==> src/design/mhpq_pkg.sv <==
package mhpq_pkg;

   localparam int MODE_W = 2;
   localparam int KEY_W  = 64;
   localparam int CNT_W  = 7;
   localparam int POS_W  = 8;
   localparam int REQ_W  = 72;
   localparam int RSP_W  = 80;

   localparam logic [CNT_W-1:0] CAP_RESET = 7'd64;

   typedef enum logic [MODE_W-1:0] {
      MODE_PUSH = 2'd0,
      MODE_POP  = 2'd1,
      MODE_PEEK = 2'd2
   } mode_type;

   typedef struct packed {
      logic take;
      logic push_start;
      logic root_rd;
      logic pop_load;
      logic peek_load;
      logic up_rd;
      logic up_step;
      logic dn_rd;
      logic dn_step;
      logic place;
      logic emit;
   } cmd_type;

   typedef struct packed {
      mode_type mode;
      logic     can_push;
      logic     has_key;
      logic     at_root;
      logic     up_move;
      logic     dn_stop;
      logic     dn_move;
      logic     out_free;
   } status_type;

endpackage

==> src/design/mhpq_ctrl.sv <==
module mhpq_ctrl (
   input  logic                 clock,
   input  logic                 reset,
   input  logic                 req_tvalid,
   output logic                 req_tready,
   input  mhpq_pkg::status_type status,
   output mhpq_pkg::cmd_type    cmd
);

   typedef enum logic [8:0] {
      ST_IDLE    = 9'b000000001,
      ST_DECODE  = 9'b000000010,
      ST_UP_RD   = 9'b000000100,
      ST_UP_CMP  = 9'b000001000,
      ST_POP_LD  = 9'b000010000,
      ST_DN_RD   = 9'b000100000,
      ST_DN_CMP  = 9'b001000000,
      ST_PEEK_LD = 9'b010000000,
      ST_DONE    = 9'b100000000
   } state_type;

   state_type state_ff;
   state_type state_in;

   always_ff @(posedge clock) begin
      if (reset) begin
         state_ff <= ST_IDLE;
      end else begin
         state_ff <= state_in;
      end
   end

   assign req_tready = (state_ff == ST_IDLE);

   always_comb begin
      state_in = state_ff;
      cmd      = '0;
      case (state_ff)
         ST_IDLE: begin
            if (req_tvalid) begin
               cmd.take = 1'b1;
               state_in = ST_DECODE;
            end
         end
         ST_DECODE: begin
            state_in = ST_DONE;
            case (status.mode)
               mhpq_pkg::MODE_PUSH: begin
                  if (status.can_push) begin
                     cmd.push_start = 1'b1;
                     state_in       = ST_UP_RD;
                  end
               end
               mhpq_pkg::MODE_POP: begin
                  if (status.has_key) begin
                     cmd.root_rd = 1'b1;
                     state_in    = ST_POP_LD;
                  end
               end
               mhpq_pkg::MODE_PEEK: begin
                  if (status.has_key) begin
                     cmd.root_rd = 1'b1;
                     state_in    = ST_PEEK_LD;
                  end
               end
               default: begin
                  state_in = ST_DONE;
               end
            endcase
         end
         ST_UP_RD: begin
            if (status.at_root) begin
               cmd.place = 1'b1;
               state_in  = ST_DONE;
            end else begin
               cmd.up_rd = 1'b1;
               state_in  = ST_UP_CMP;
            end
         end
         ST_UP_CMP: begin
            cmd.up_step = 1'b1;
            state_in    = status.up_move ? ST_UP_RD : ST_DONE;
         end
         ST_POP_LD: begin
            cmd.pop_load = 1'b1;
            state_in     = ST_DN_RD;
         end
         ST_DN_RD: begin
            if (status.dn_stop) begin
               cmd.place = 1'b1;
               state_in  = ST_DONE;
            end else begin
               cmd.dn_rd = 1'b1;
               state_in  = ST_DN_CMP;
            end
         end
         ST_DN_CMP: begin
            cmd.dn_step = 1'b1;
            state_in    = status.dn_move ? ST_DN_RD : ST_DONE;
         end
         ST_PEEK_LD: begin
            cmd.peek_load = 1'b1;
            state_in      = ST_DONE;
         end
         ST_DONE: begin
            if (status.out_free) begin
               cmd.emit = 1'b1;
               state_in = ST_IDLE;
            end
         end
         default: begin
            state_in = ST_IDLE;
         end
      endcase
   end

endmodule

==> config.mk <==
export PLATFORM = sky130hd
export DESIGN_NAME = mhpq_ctrl
export DESIGN_NICKNAME = d
export VERILOG_FILES = /design/src/design/mhpq_pkg.sv /design/src/design/mhpq_ctrl.sv
export SDC_FILE = /design/constraint.sdc
export NUM_CORES = 1
export LEC_CHECK = 0
export CELL_PAD_IN_SITES_DETAIL_PLACEMENT = 0
export CELL_PAD_IN_SITES_GLOBAL_PLACEMENT = 1
export CORE_AREA = 3 3 49 51
export CTS_CLUSTER_SIZE = 25
export DETAILED_ROUTE_END_ITERATION = 8
export DIE_AREA = 0 0 52 54
export DONT_BUFFER_PORTS = 1
export PLACE_DENSITY = 0.67
export SLEW_MARGIN = 10
export SYNTH_ARGS = -nofsm -noshare
export SYNTH_HDL_FRONTEND = slang
export SYNTH_SLANG_ARGS = --single-unit
==> constraint.sdc <==
create_clock -name clock -period 1.37 [get_ports clock]
set_input_delay 0 -clock clock [delete_from_list [all_inputs] [get_ports clock]]
set_output_delay 0 -clock clock [all_outputs]
set_load 0.02 [all_outputs]
# Yosys cells after proc, flatten, opt, wreduce, memory -nomap -nowiden
# Cells that the tools add are included.
[op_classes] n_eq_ne=13 muxes=31 n_reduce_logical=3
[ops] cell="$mux W9" count=9
[ops] cell="$pmux W9 S9" count=1
[ops] cell="$pmux W9 S3" count=1
[ops] cell="$mux W1" count=18
[ops] cell="$eq A9 B1 Y1 const B" count=1
[ops] cell="$eq A9 B2 Y1 const B" count=1
[ops] cell="$eq A9 B3 Y1 const B" count=1
[ops] cell="$eq A9 B4 Y1 const B" count=1
[ops] cell="$eq A9 B5 Y1 const B" count=1
[ops] cell="$eq A9 B6 Y1 const B" count=1
[ops] cell="$eq A9 B7 Y1 const B" count=1
[ops] cell="$eq A9 B8 Y1 const B" count=1
[ops] cell="$eq A9 B9 Y1 const B" count=1
[ops] cell="$ne A2 B2 Y1 const B" count=2
[ops] cell="$eq A2 B1 Y1 const B" count=1
[ops] cell="$eq A2 B2 Y1 const B" count=1
[ops] cell="$logic_not A2 Y1" count=1
[ops] cell="$mux W2" count=1
[ops] cell="$pmux W1 S2" count=1
[ops] cell="$reduce_and A2 Y1" count=1
[ops] cell="$reduce_or A2 Y1" count=1
[totals] register_bits=9 inputBits=12 out_inout_bits=12 word_cells=48

# Logic depth before layout (Yosys ltp)
[depth] depth_word=4 ltp_mapped=6 ltp_nobuf=6

# Least setup slack after synthesis
# Ideal clock, no wire load.
[synth_timing] kind="flip-flop to flip-flop" from="register state_ff[4]" to="register state_ff[1]" setup_time_ps=58 arrival_time_ps=1503 t_required_ps=1312 setup_slack_ps=-192 stages_incl_launch_ff=6 path_buffers=1 period_less_slack_ps=1562 cell_sequence="dfxtp_1 buf_6 nor4_4 and4_1 and2_1 and2b_1"
[synth_via] elab_chain_len=3 elab_cells_between_ends=13 cone_classes="11 x eq/ne; 1 x mux; 1 x reduce/logical"
[synth_lines] element="start, declared" line="mhpq_ctrl.sv:22" source="state_type state_ff;"
[synth_lines] element="start signal, assigned" line="mhpq_ctrl.sv:29" source="state_ff <= state_in;"
[synth_lines] element="$eq A9 B1 Y1 *"
[synth_lines] element="named net req_tready" line="mhpq_ctrl.sv:5" source="output logic req_tready,"
[synth_lines] element="$ne A2 B2 Y1 (no line)"
[synth_lines] element="$reduce_and A2 Y1 (no line)"
# Mark *: on every way through the listed nets, which the timed path passes. The rest lies on a longest branch.
# A chain may end at the register's enable or synchronous reset.

==> metrics <==
status complete, but fails checks; failing checks setup timing; Routed WL 2261 µm; Syn Nets 110; n_diodes 0; routability cong. 0.8188; Tcrit/Tclk final 1.129; top flop regs state_ff (9); Die W 52 µm; leakage power 0.5763 nW; R2R Path Start state_ff[5]$_SDFFE_PP0P_; H-tree depth 1; Area Overhead vs Synth 74.30%; hpwl dp 1530 µm; row cnt 16; DR DRC count 0; Max Cap Viol 0; FILL cells 164; slew margin rel. 0.7584; hold_sp status[7]; Detailed Routing Iterations Pass 1 4; Sequential cell area 205.2 µm²; CTS Buf Count 3; CORE AREA 1982 µm²; area of the multi-input gates 639.4 µm²; VDD IR max 0.4566 mV; Root Buffer clkbuf_4; Routed Antenna Nets 0; Die Ht 54 µm; power per cell area 554.5 nW/µm²; synthesized area 759.5 µm²; clk sinks 9; reg2reg setup slack -0.14 ns; Crit Path Max Fanout 5; largest net degree at the start of global routing 9; actual slew at the worst max-slew pin 0.3612 ns; Clock Skews 0.008670 ns; register area share after synthesis 0.2372; global-route usage over all layers 0.1566; Async S/R FF share, synth 0; Worst EP arrival 1.55 ns; # setup viols final 15; Hold WC Path Type input port to register; warnings from Yosys 0; number of flops mapped to enable cells by yosys 0; Biggest register state_ff; total gr overflow 0; Unique masters post-synth 37; Placed Cells incl. Taps 140; Port Buffers 0; Hold EP state_ff[4]$_SDFFE_PP0P_; RR Endpoint state_ff[7]$_SDFFE_PP0P_; #FFs+latches synth 9; Avg Cell Area, Syn 8.080 µm²; die area 2808 µm²; first-pass GRT wire length 3236 µm; post-route cell area 1324 µm²; Primary FF master, synth dfxtp_1; initial antenna violation count 0; TritonCTS clock tree yes; WP data required 1.37 ns; routed len/inst 13.79 µm; clock latency on the worst-skew pair 0.27 ns; number of flip-flops under the largest register name 9; share of layout cells above drive strength 1 0.5620; minimum clock period 1.546 ns; Net count, final 154; Vias/cell 5.226; Top Ports 24; CP Launch Type register; Final WS setup -0.1765 ns; Crit Path Category register to output pin; total power 734.1 µW; vias in the first global route 783; final slew viol count 0; Final Hold Vio Count 0; Clock Pin Slew Worst Setup and Hold Paths 0.07 ns; fin cells 164; Starting Density 0.3832; Final Core Density 0.6679; fmax 0.6466 GHz; DR vias 857; RSZ-0062 raised after global routing true; Post-Place Cell Area 954.7 µm²; count of mapped cells out of synthesis 94; endpoint class of the critical path output pin; reg2reg path depth 7; DR iter-0 viols 8; Cells on Worst Hold Path 2; clock buffer depth 2
==> report_power, final <==
group          switching, mW  internal (mW)  leakage, nW  total [mW]
Combinational          0.105          0.131        0.483       0.236
Clock                  0.108          0.113       0.0150       0.221
Sequential            0.0167          0.261       0.0780       0.277
==> cell usage in the layout (no fill, tap or decap), types with 5 or more instances in the layout <==
| cell | instances |
|---|---|
| buf_4 | 27 |
| buf_6 | 11 |
| dfxtp_4 | 6 |
| dlygate4sd3_1 | 7 |
| inv_1 | 6 |
| nor2_1 | 7 |
| nor3_4 | 5 |
| o21ai_0 | 5 |
==> kinds of logic (layout without fill, tap and decap cells) <==
logic type      Yosys count  count (layout)  synth area share
xor+xnor                  2               2           0.02307
fa+ha+maj                 4               4           0.06590
buf+inv                  12              55           0.09389
simple gates             48              48            0.4118
compound gates           19              19            0.1680
flops                     9               9            0.2372
==> worst max-delay path, cell delays in order (launching register included) <==
cell and delay [ns]:
dfxtp_4 0.37, nor4_4 0.31, and4_4 0.29, and3_4 0.19, buf_6 0.11
==> through the flow <==
| stage | hold WS [ns] | setup TNS, ns | worst slack (ns) |
|---|---|---|---|
| 2_1_floorplan | 0.06687 | -0.1547 | -0.05504 |
| 3_3_place_gp | 0.06857 | -0.07576 | -0.06863 |
| 3_5_place_dp | 0.07032 | -0.04103 | -0.04103 |
| 4_1_cts | 0.01714 | -1.594 | -0.1562 |
| 5_1_grt | 0.01987 | -2.751 | -0.2416 |
| 6_report | 0.01909 | -1.668 | -0.1765 |
==> per-layer routing <==
metal / part of all wire / global-route usage
met3: 0.062 / 0.04155
met4: 0.0084 / 0.06550
met1: 0.41 / 0.1776
met5: 0 / 0
met2: 0.52 / 0.2762
==> cells in the mapped netlist, drive strengths merged (2+ instances only) <==
cell    count  area (µm²)
nor2       11       43.80
dfxtp       9       180.2
nor3        9       61.31
o21ai       7       35.03
inv         6       22.52
a21oi       5       25.02
buf         5       43.79
and3        4       30.03
ha          4       50.05
nand2       4       15.01
nand2b      4       25.02
nor4        4       46.29
a2111o      2       22.52
a22oi       2       20.02
and2        2       12.51
and2b       2       15.01
and4        2       20.02
nand3b      2       15.01
xor2        2       17.52
==> worst max path at each step <==
| stage | startpoint | to | slack [ns] | cells past startpoint |
|---|---|---|---|---|
| 2_1_floorplan | state_ff[3]$_SDFFE_PP0P_ | state_ff[6]$_SDFFE_PP0P_ | -0.06 | 5 |
| 3_3_place_gp | state_ff[2]$_SDFFE_PP0P_ | state_ff[0]$_SDFFE_PP1P_ | -0.07 | 5 |
| 3_5_place_dp | state_ff[2]$_SDFFE_PP0P_ | state_ff[0]$_SDFFE_PP1P_ | -0.04 | 5 |
| 4_1_cts | state_ff[3]$_SDFFE_PP0P_ | cmd[3] | -0.16 | 4 |
| 5_1_grt | state_ff[7]$_SDFFE_PP0P_ | cmd[9] | -0.24 | 4 |
| 6_report | state_ff[5]$_SDFFE_PP0P_ | cmd[9] | -0.18 | 4 |
==> cell type report <==
cell class              instances  area share
well taps                      27     0.02552
clock buffers                   4     0.01985
inverters                       6     0.01701
repair buffers                 45      0.2996
multi-input cells              73      0.4830
flip-flops and latches          9      0.1550
==> what timing repair did <==
action,CTS,global route
pin swaps,10,11
endpoints found under the hold margin,9,0
setup endpoints to repair,15,19
gates resized for setup,21,28
setup buffers,6,7
hold buffers,7,0
Power figures use the tool's default switching activity.
